--- src/design/terminal_line_editor_assert.svh ---
// ---------------------------------------------------------------------------
// Terminal line editor assertion macros
// Shared wrappers for concurrent checks, clocked and reset-qualified.
// ---------------------------------------------------------------------------
`ifndef TERMINAL_LINE_EDITOR_ASSERT_SVH
`define TERMINAL_LINE_EDITOR_ASSERT_SVH

// check with explicit clock and active-low reset
`define TLE_ASSERT_CR(name, clk, rstn, prop) \
  name: assert property (@(posedge clk) disable iff (!rstn) prop) \
    else $error("terminal_line_editor: assertion failed");

// check on the block clock and reset
`define TLE_ASSERT(name, prop) \
  `TLE_ASSERT_CR(name, clk_i, rst_ni, prop)

`endif

--- src/design/tle_pkg.sv ---
// ---------------------------------------------------------------------------
// Terminal line editor package
// Key, result kind, escape phase and sequencer state types plus byte codes.
// ---------------------------------------------------------------------------
package tle_pkg;

  localparam int unsigned CHAR_W = 7;
  localparam int unsigned POS_W  = 7;
  localparam int unsigned ADDR_W = 3;
  localparam int unsigned DATA_W = 32;

  localparam logic [ADDR_W-3:0] REG_CLEAR = '0;

  localparam logic [7:0] BYTE_CTRLD   = 8'd4;
  localparam logic [7:0] BYTE_TAB     = 8'd9;
  localparam logic [7:0] BYTE_LF      = 8'd10;
  localparam logic [7:0] BYTE_ESC     = 8'd27;
  localparam logic [7:0] BYTE_SPACE   = 8'd32;
  localparam logic [7:0] BYTE_ONE     = 8'd49;
  localparam logic [7:0] BYTE_TWO     = 8'd50;
  localparam logic [7:0] BYTE_THREE   = 8'd51;
  localparam logic [7:0] BYTE_FIVE    = 8'd53;
  localparam logic [7:0] BYTE_SIX     = 8'd54;
  localparam logic [7:0] BYTE_A       = 8'd65;
  localparam logic [7:0] BYTE_B       = 8'd66;
  localparam logic [7:0] BYTE_C       = 8'd67;
  localparam logic [7:0] BYTE_D       = 8'd68;
  localparam logic [7:0] BYTE_F       = 8'd70;
  localparam logic [7:0] BYTE_H       = 8'd72;
  localparam logic [7:0] BYTE_LBRACK  = 8'd91;
  localparam logic [7:0] BYTE_TILDE   = 8'd126;
  localparam logic [7:0] BYTE_DEL     = 8'd127;

  typedef enum logic [3:0] {
    KEY_CTRLD  = 4'd0,
    KEY_DEL    = 4'd1,
    KEY_BKSP   = 4'd2,
    KEY_LEFT   = 4'd3,
    KEY_RIGHT  = 4'd4,
    KEY_UP     = 4'd5,
    KEY_DOWN   = 4'd6,
    KEY_END    = 4'd7,
    KEY_HOME   = 4'd8,
    KEY_RETURN = 4'd9,
    KEY_TAB    = 4'd10,
    KEY_CHAR   = 4'd11,
    KEY_NONE   = 4'd15
  } key_e;

  typedef enum logic [1:0] {
    KIND_EDIT  = 2'd0,
    KIND_CHAR  = 2'd1,
    KIND_EXIT  = 2'd2,
    KIND_EMPTY = 2'd3
  } kind_e;

  typedef enum logic [2:0] {
    ESC_IDLE,
    ESC_FIRST,
    ESC_SECOND,
    ESC_SKIP,
    ESC_TWO_MORE,
    ESC_ONE_MORE_LONG,
    ESC_ONE_MORE
  } esc_e;

  typedef enum logic [2:0] {
    ST_IDLE,
    ST_OUT,
    ST_INS,
    ST_INS_PUT,
    ST_DEL,
    ST_RET
  } state_e;

endpackage

--- src/design/terminal_line_editor.sv ---
// ---------------------------------------------------------------------------
// Terminal line editor
// Decodes terminal bytes and escape sequences and edits a line held in a
// one-read, one-write line memory; return streams the line out.
// ---------------------------------------------------------------------------
// One byte is taken at a time; in_stall_o stays high while it is worked on.
// A byte that only advances escape decoding leaves the editor idle and gives
// no result. A key that just moves the cursor or does nothing passes through
// ST_OUT to the result register. Insert walks the line memory from the end
// down to the cursor, one entry per cycle; delete and backspace walk from the
// cursor up. Return streams the line's characters at one per cycle while the
// result side does not stall, after a registered memory read. The result
// register frees the input side while a result waits. No memory clear runs
// after reset.
module terminal_line_editor
  import tle_pkg::*;
#(
  parameter int unsigned LINE_DEPTH = 64
) (
  input  logic                       clk_i,
  input  logic                       rst_ni,
  input  logic                       in_valid_i,
  output logic                       in_stall_o,
  input  logic [7:0]                 in_byte_i,
  output logic                       out_valid_o,
  input  logic                       out_stall_i,
  output logic [1:0]                 kind_o,
  output logic [3:0]                 key_code_o,
  output logic [CHAR_W-1:0]          out_char_o,
  output logic [POS_W-1:0]           cursor_pos_o,
  output logic [POS_W-1:0]           line_length_o,
  output logic                       full_refused_o,
  output logic                       last_o,
  input  logic                       psel,
  input  logic                       penable,
  input  logic                       pwrite,
  input  logic [ADDR_W-1:0]          paddr,
  input  logic [DATA_W-1:0]          pwdata,
  output logic [DATA_W-1:0]          prdata,
  output logic                       pready
);

  localparam int unsigned AW = $clog2(LINE_DEPTH);
  localparam int unsigned CW = $clog2(LINE_DEPTH + 1);

  state_e              state_q, state_d;
  esc_e                esc_q, esc_d;
  logic                esc_del_q, esc_del_d;
  logic [CW-1:0]       cursor_q, cursor_d;
  logic [CW-1:0]       length_q, length_d;
  logic [CW-1:0]       ptr_q, ptr_d;
  logic [CW-1:0]       cnt_q, cnt_d;
  logic                pend_q, pend_d;
  logic [AW-1:0]       pend_addr_q, pend_addr_d;
  logic [CHAR_W-1:0]   char_q, char_d;
  kind_e               res_kind_q, res_kind_d;
  key_e                res_key_q, res_key_d;
  logic                res_ref_q, res_ref_d;
  logic                cfg_clear_q;

  logic [CHAR_W-1:0]   line_mem [LINE_DEPTH];
  logic [CHAR_W-1:0]   rdata_q;
  logic                mem_we;
  logic [AW-1:0]       mem_waddr;
  logic [CHAR_W-1:0]   mem_wdata;
  logic [AW-1:0]       mem_raddr;

  logic                out_valid_q;
  kind_e               out_kind_q, out_kind_d;
  key_e                out_key_q, out_key_d;
  logic [CHAR_W-1:0]   out_char_q, out_char_d;
  logic [CW-1:0]       out_cur_q, out_len_q;
  logic                out_ref_q, out_ref_d;
  logic                out_last_q, out_last_d;
  logic                out_load;
  logic                out_free;

  logic                in_take;
  logic                cfg_we;
  key_e                dec_key;
  esc_e                dec_esc;
  logic                dec_esc_del;
  logic [CW-1:0]       ptr_inc, ptr_dec;
  logic [CW-1:0]       cur_inc, cur_dec;

  assign in_stall_o = (state_q != ST_IDLE);
  assign in_take    = in_valid_i && !in_stall_o;
  assign out_free   = !out_valid_q || !out_stall_i;
  assign ptr_inc    = ptr_q + 1'b1;
  assign ptr_dec    = ptr_q - 1'b1;
  assign cur_inc    = cursor_q + 1'b1;
  assign cur_dec    = cursor_q - 1'b1;

  // config port
  assign pready = 1'b1;
  assign cfg_we = psel && penable && pwrite && pready && (paddr[ADDR_W-1:2] == REG_CLEAR);
  assign prdata = (paddr[ADDR_W-1:2] == REG_CLEAR) ? DATA_W'(cfg_clear_q) : '0;

  always_ff @(posedge clk_i or negedge rst_ni) begin
    if (!rst_ni) begin
      cfg_clear_q <= 1'b1;
    end else if (cfg_we) begin
      cfg_clear_q <= pwdata[0];
    end
  end

  // byte decoder
  always_comb begin
    dec_key     = KEY_NONE;
    dec_esc     = ESC_IDLE;
    dec_esc_del = esc_del_q;
    case (esc_q)
      ESC_FIRST: begin
        dec_esc = (in_byte_i == BYTE_LBRACK) ? ESC_SECOND : ESC_SKIP;
      end
      ESC_SKIP: begin
        dec_esc = ESC_IDLE;
      end
      ESC_SECOND: begin
        if (in_byte_i == BYTE_A) begin
          dec_key = KEY_UP;
        end else if (in_byte_i == BYTE_B) begin
          dec_key = KEY_DOWN;
        end else if (in_byte_i == BYTE_D) begin
          dec_key = KEY_LEFT;
        end else if (in_byte_i == BYTE_C) begin
          dec_key = KEY_RIGHT;
        end else if (in_byte_i == BYTE_F) begin
          dec_key = KEY_END;
        end else if (in_byte_i == BYTE_H) begin
          dec_key = KEY_HOME;
        end else if (in_byte_i == BYTE_ONE) begin
          dec_esc = ESC_TWO_MORE;
        end else if (in_byte_i == BYTE_TWO || in_byte_i == BYTE_THREE ||
                     in_byte_i == BYTE_FIVE || in_byte_i == BYTE_SIX) begin
          dec_esc     = ESC_ONE_MORE;
          dec_esc_del = (in_byte_i == BYTE_THREE);
        end
      end
      ESC_TWO_MORE: begin
        dec_esc = ESC_ONE_MORE_LONG;
      end
      ESC_ONE_MORE_LONG: begin
        dec_esc = ESC_IDLE;
      end
      ESC_ONE_MORE: begin
        if (esc_del_q && in_byte_i == BYTE_TILDE) begin
          dec_key = KEY_DEL;
        end
      end
      default: begin
        if (in_byte_i == BYTE_CTRLD) begin
          dec_key = KEY_CTRLD;
        end else if (in_byte_i == BYTE_ESC) begin
          dec_esc = ESC_FIRST;
        end else if (in_byte_i == BYTE_DEL) begin
          dec_key = KEY_BKSP;
        end else if (in_byte_i == BYTE_LF) begin
          dec_key = KEY_RETURN;
        end else if (in_byte_i == BYTE_TAB) begin
          dec_key = KEY_TAB;
        end else if (in_byte_i >= BYTE_SPACE && in_byte_i <= BYTE_TILDE) begin
          dec_key = KEY_CHAR;
        end
      end
    endcase
  end

  // sequencer
  always_comb begin
    state_d     = state_q;
    esc_d       = esc_q;
    esc_del_d   = esc_del_q;
    cursor_d    = cursor_q;
    length_d    = length_q;
    ptr_d       = ptr_q;
    cnt_d       = cnt_q;
    pend_d      = pend_q;
    pend_addr_d = pend_addr_q;
    char_d      = char_q;
    res_kind_d  = res_kind_q;
    res_key_d   = res_key_q;
    res_ref_d   = res_ref_q;
    mem_we      = 1'b0;
    mem_waddr   = pend_addr_q;
    mem_wdata   = rdata_q;
    mem_raddr   = '0;
    out_load    = 1'b0;
    out_kind_d  = res_kind_q;
    out_key_d   = res_key_q;
    out_char_d  = '0;
    out_ref_d   = res_ref_q;
    out_last_d  = 1'b1;

    case (state_q)
      ST_IDLE: begin
        if (in_take) begin
          esc_d      = dec_esc;
          esc_del_d  = dec_esc_del;
          res_key_d  = dec_key;
          res_kind_d = KIND_EDIT;
          res_ref_d  = 1'b0;
          pend_d     = 1'b0;
          state_d    = ST_OUT;
          case (dec_key)
            KEY_NONE: begin
              state_d = ST_IDLE;
            end
            KEY_CTRLD: begin
              res_kind_d = KIND_EXIT;
            end
            KEY_LEFT: begin
              if (cursor_q != '0) begin
                cursor_d = cur_dec;
              end
            end
            KEY_RIGHT: begin
              if (cursor_q < length_q) begin
                cursor_d = cur_inc;
              end
            end
            KEY_HOME: begin
              cursor_d = '0;
            end
            KEY_END: begin
              cursor_d = length_q;
            end
            KEY_DEL: begin
              if (cursor_q < length_q) begin
                ptr_d   = cur_inc;
                state_d = ST_DEL;
              end
            end
            KEY_BKSP: begin
              if (cursor_q != '0) begin
                cursor_d = cur_dec;
                ptr_d    = cursor_q;
                state_d  = ST_DEL;
              end
            end
            KEY_CHAR: begin
              if (length_q >= CW'(LINE_DEPTH)) begin
                res_ref_d = 1'b1;
              end else begin
                char_d  = in_byte_i[CHAR_W-1:0];
                ptr_d   = length_q;
                state_d = ST_INS;
              end
            end
            KEY_RETURN: begin
              if (cfg_clear_q) begin
                cursor_d = '0;
                length_d = '0;
              end else begin
                cursor_d = length_q;
              end
              if (length_q == '0) begin
                res_kind_d = KIND_EMPTY;
              end else begin
                cnt_d   = length_q;
                ptr_d   = '0;
                state_d = ST_RET;
              end
            end
            default: begin
            end
          endcase
        end
      end

      ST_OUT: begin
        if (out_free) begin
          out_load = 1'b1;
          state_d  = ST_IDLE;
        end
      end

      ST_INS: begin
        mem_we = pend_q;
        if (ptr_q > cursor_q) begin
          mem_raddr   = ptr_dec[AW-1:0];
          pend_d      = 1'b1;
          pend_addr_d = ptr_q[AW-1:0];
          ptr_d       = ptr_dec;
        end else begin
          pend_d  = 1'b0;
          state_d = ST_INS_PUT;
        end
      end

      ST_INS_PUT: begin
        mem_we    = 1'b1;
        mem_waddr = cursor_q[AW-1:0];
        mem_wdata = char_q;
        length_d  = length_q + 1'b1;
        cursor_d  = cur_inc;
        state_d   = ST_OUT;
      end

      ST_DEL: begin
        mem_we = pend_q;
        if (ptr_q < length_q) begin
          mem_raddr   = ptr_q[AW-1:0];
          pend_d      = 1'b1;
          pend_addr_d = ptr_dec[AW-1:0];
          ptr_d       = ptr_inc;
        end else begin
          pend_d   = 1'b0;
          length_d = length_q - 1'b1;
          state_d  = ST_OUT;
        end
      end

      ST_RET: begin
        mem_raddr = ptr_q[AW-1:0];
        if (out_free) begin
          out_load   = 1'b1;
          out_kind_d = KIND_CHAR;
          out_char_d = rdata_q;
          out_last_d = (ptr_inc == cnt_q);
          if (ptr_inc == cnt_q) begin
            state_d = ST_IDLE;
          end else begin
            ptr_d     = ptr_inc;
            mem_raddr = ptr_inc[AW-1:0];
          end
        end
      end

      default: begin
        state_d = ST_IDLE;
      end
    endcase
  end

  always_ff @(posedge clk_i or negedge rst_ni) begin
    if (!rst_ni) begin
      state_q   <= ST_IDLE;
      esc_q     <= ESC_IDLE;
      esc_del_q <= 1'b0;
      cursor_q  <= '0;
      length_q  <= '0;
      ptr_q     <= '0;
      cnt_q     <= '0;
      pend_q    <= 1'b0;
    end else begin
      state_q   <= state_d;
      esc_q     <= esc_d;
      esc_del_q <= esc_del_d;
      cursor_q  <= cursor_d;
      length_q  <= length_d;
      ptr_q     <= ptr_d;
      cnt_q     <= cnt_d;
      pend_q    <= pend_d;
    end
  end

  always_ff @(posedge clk_i) begin
    pend_addr_q <= pend_addr_d;
    char_q      <= char_d;
    res_kind_q  <= res_kind_d;
    res_key_q   <= res_key_d;
    res_ref_q   <= res_ref_d;
  end

  // line memory
  always_ff @(posedge clk_i) begin
    if (mem_we) begin
      line_mem[mem_waddr] <= mem_wdata;
    end
    rdata_q <= line_mem[mem_raddr];
  end

  // result register
  always_ff @(posedge clk_i or negedge rst_ni) begin
    if (!rst_ni) begin
      out_valid_q <= 1'b0;
    end else if (out_load) begin
      out_valid_q <= 1'b1;
    end else if (!out_stall_i) begin
      out_valid_q <= 1'b0;
    end
  end

  always_ff @(posedge clk_i) begin
    if (out_load) begin
      out_kind_q <= out_kind_d;
      out_key_q  <= out_key_d;
      out_char_q <= out_char_d;
      out_cur_q  <= cursor_q;
      out_len_q  <= length_q;
      out_ref_q  <= out_ref_d;
      out_last_q <= out_last_d;
    end
  end

  assign out_valid_o    = out_valid_q;
  assign kind_o         = out_kind_q;
  assign key_code_o     = out_key_q;
  assign out_char_o     = out_char_q;
  assign cursor_pos_o   = POS_W'(out_cur_q);
  assign line_length_o  = POS_W'(out_len_q);
  assign full_refused_o = out_ref_q;
  assign last_o         = out_last_q;

  `include "terminal_line_editor_assert.svh"

  `TLE_ASSERT(a_cursor_in_line, cursor_q <= length_q)
  `TLE_ASSERT(a_length_bound, length_q <= CW'(LINE_DEPTH))
  `TLE_ASSERT(a_no_write_idle, (state_q == ST_IDLE) |-> !mem_we)
  `TLE_ASSERT(a_pend_in_walk, pend_q |-> (state_q == ST_INS || state_q == ST_DEL))
  `TLE_ASSERT(a_ret_ptr_bound, (state_q == ST_RET) |-> (ptr_q < cnt_q))

endmodule

--- config.mk ---
export PLATFORM = sky130hd
export DESIGN_NAME = terminal_line_editor
export DESIGN_NICKNAME = d
export VERILOG_FILES = /design/src/design/tle_pkg.sv /design/src/design/terminal_line_editor.sv
export VERILOG_INCLUDE_DIRS = /design/src /design/src/design
export SDC_FILE = /design/constraint.sdc
export NUM_CORES = 1
export LEC_CHECK = 0
export BUFFER_PORTS_ARGS = -buffer_cell sky130_fd_sc_hd__buf_2
export CAP_MARGIN = 10
export CORE_AREA = 8 8 210 212
export CTS_CLUSTER_SIZE = 28
export DETAILED_ROUTE_END_ITERATION = 8
export DIE_AREA = 0 0 218 220
export PLACE_DENSITY = 0.86
export SYNTH_ARGS = -nofsm -noshare
export SYNTH_HDL_FRONTEND = slang
export SYNTH_SLANG_ARGS = --single-unit
--- constraint.sdc ---
create_clock -name clk_i -period 5.6 [get_ports clk_i]
set_input_delay 0.28 -clock clk_i [delete_from_list [all_inputs] [get_ports clk_i]]
set_output_delay 0.28 -clock clk_i [all_outputs]
set_load 0.005 [all_outputs]
==> out/results.ini <==
[setup_path]
crit_chain=nand3_2 -> nor4_1 -> o2111ai_2 -> buf_4 -> a41oi_2 -> nand2_4 -> buf_4 -> nor2_1 -> a221oi_1 -> o21ai_0 -> o211ai_1 -> or4_1
r2r-start=ptr_q[2]
crit_required_ns=6.07
crit_fanout=27
r2r_cells=12
reg2reg_to=rdata_q[3]
critPathLaunch=ptr_q[2]
crit_arrival_ns=5.49
end_kind=flop
rrSetupSlack_ns=0.58
critPathSlowestCell=dfrtp_1
cp_common_cell=buf_4
slowest_delay_ns=0.76
crit_path_start_kind=flop
worstSetupPathType=reg2reg

[drt]
drtIter0Drc=2080
wl_per_cell_um=25.8
ant_nets=0
drtPass1Iterations=7
post_drt_via_cell_ratio=6.66
route.detailed.drc=0
num_vias=15400
routed_wl_um=59500

[synthesis]
syn-mean-instance-area_um2=14.5
synth_area_leaders=edfxtp_1 62%, mux4_2 6.2%, dfrtp_1 3.9%
async_flop_share_pct=7.01
yosys_warnings=0
synth_cells=1661
yosysTopAreaCell=edfxtp_1
syn_area_um2=24000
synth_flop_cell=edfxtp_1
ys_seq_area_share_pct=66.7
synth.distinct_cells=84
synth_seq_cells=542
synth_common_cells=497 x edfxtp_1, 177 x nand2_1, 126 x nor2_1
yosysMostFrequentCell=edfxtp_1
synth-edff-count=497
synth_top_area_share_pct=62.1

[layout]
syn2layout_area_growth_pct=10.3
nNetsFinal=1814
diodes=0
finalNonFillerCells=2308
design_area_um2=26500
final_util_pct=65.3
drive_above_1_share_pct=15.8

[timing]
finalSetupViolations=0
final.setup.tns_ns=0
hold_viol=0
maxSlewHeadroom_pct=14.5
fin_crit_ns=5.02
rsz0062_at_grt=false
worstMarginPinSlew_ns=1.28
finalMaxSlewViolations=0
skew_ns=0.0196
fin_crit_sh_pct=89.7
fmax_ghz=0.199

[clock_tree]
cts_sinks=542
cts_resized=0
cts_tree=yes
clkSlewWorstSetupHoldPaths_ns=0.06
cts_root_buf=clkbuf_16
cts_max_level=2
numCtsBuffers=53
clockBufferDepth=3
postCtsSetupBuffers=0
clock_latency_ns=0.61

[global_routing]
grt_pass1_vias=15200
overflow=0
grt_first_pass_wirelength_um=89400
antenna_found_initial=1
grt_max_degree=65
grt_use_total_pct=24.4

[power_and_ir_drop]
irDropWorstVdd_mv=0.326
p_leak_nw=9.09
p_per_area_nw_per_um2=460

[placement]
placedCellCount=2204
placed_cell_area_um2=24800
dp_hpwl_um=37300
port_buffers=48
gp_congestion=0.979

[worst_hold_path]
hold_class=in2reg
min-delay-start=in_byte_i[3]
worstHoldPathCells=1
hold_end=char_q[3]

[floorplanning]
die_width_um=218
dieArea_um2=48000
die_h_um=220
rows=74
core_area_um2=40600
start_util_pct=59.2
ios=114

[outcome]
outcome=finished, final reports clean

[job]
cap_violations=0

==> cells in the final DEF (no fill, tap or decap), drive strengths merged, types with 7 or more instances in the layout <==
master and n:
mux2i 69, o211ai 16, nand2 178, a221o 7
dfxtp 7, inv 32, a32oi 16, or2 7
xnor2 22, dfrtp 37, clkbuf 66, nor4 10
and2 13, mux4 66, buf 88, nand4 13
a21o 12, clkinv 23, mux2 20, o31ai 8
and3 11, a22oi 22, or4 7, conb 32
a21oi 38, ha 29, a31oi 11, nand2b 15
a221oi 11, nor3 28, o21ai 72, edfxtp 497
nand3 65, nor2 126
==> cell families (layout without fill, tap and decap cells) <==
| kind of cell | count (synthesis) | count (layout) | share of synthesized area, % |
|---|---|---|---|
| xor+xnor | 27 | 27 | 0.985 |
| other cells | 2 | 32 | 0.0313 |
| simple gates | 503 | 503 | 9.80 |
| flops | 542 | 542 | 66.7 |
| buf+inv | 135 | 220 | 3.10 |
| fa+ha+maj | 30 | 30 | 1.59 |
| mux | 155 | 155 | 10.0 |
| compound gates | 267 | 267 | 7.79 |
==> through the flow <==
| step | power (mW) | worst slack, ns | hold slack (ns) |
|---|---|---|---|
| 6_report | 12.2 | 0.577 | 0.0306 |
| 5_1_grt | 12.6 | 0.348 | 0.0284 |
| 4_1_cts | 12.1 | 0.793 | 0.00904 |
| 3_5_place_dp | 8.67 | 0.824 | 0.405 |
| 3_3_place_gp | 8.52 | 0.942 | 0.405 |
| 2_1_floorplan | 7.52 | 1.66 | -0.0156 |
==> worst max-delay path, delay by kind of cell (launching register included) <==
family / cells / cell delay [ns]
DFF: 1 / 0.76
buffers and inverters: 2 / 0.66
AOI/OAI and AO/OA: 5 / 1.41
and+or+nand+nor: 5 / 2.05
==> area by class of cell <==
cell class | count | area (um2)
clock buffer | 66 | 1380
fill | 2685 | 14100
clock inverter | 31 | 267
tap | 532 | 666
sequential | 542 | 16000
timing repair buffer | 93 | 673
multi-input combinational | 1014 | 7390
inverter | 30 | 113
==> worst max-delay path by stage <==
| stage | endpoint | slack (ns) | cells after the start |
|---|---|---|---|
| floorplan | rdata_q[0] | 1.66 | 14 |
| global placement | rdata_q[1] | 0.94 | 13 |
| detailed placement | rdata_q[3] | 0.82 | 14 |
| CTS | rdata_q[3] | 0.79 | 14 |
| global route | rdata_q[3] | 0.35 | 14 |
| finish | rdata_q[3] | 0.58 | 12 |
==> state kept, by name, summed over array words and instances, names as in the netlist, 6 cells and up <==
name,cells
rdata_q,7
cnt_q,7
ptr_q,7
line_mem,448
cursor_q,7
out_char_o,7
cursor_pos_o,7
line_length_o,7
char_q,7
length_q,7
pend_addr_q,6
==> routing by layer <==
metal	global-route usage [%]	vias to the layer above	routed length, um
met5	0	-	13
met4	11.1	2	2620
li1	-	6541	-
met2	40.1	1046	28900
met1	30.9	7582	21100
met3	5.54	206	6880
==> power by group <==
group / total [mW] / internal, mW / switching (mW)
Sequential: 5.42 / 5.18 / 0.241
Clock: 3.42 / 1.93 / 1.49
Combinational: 3.35 / 1.03 / 2.32
Total: 12.2 / 8.14 / 4.05
==> timing repair <==
| item | 4_1_cts | 5_1_grt |
|---|---|---|
| setup endpoints to repair | 0 | 0 |
| endpoints found under the hold margin | 41 | 0 |
| hold buffers | 5 | 0 |
Note: power is estimated with default switching activity, not from simulation.
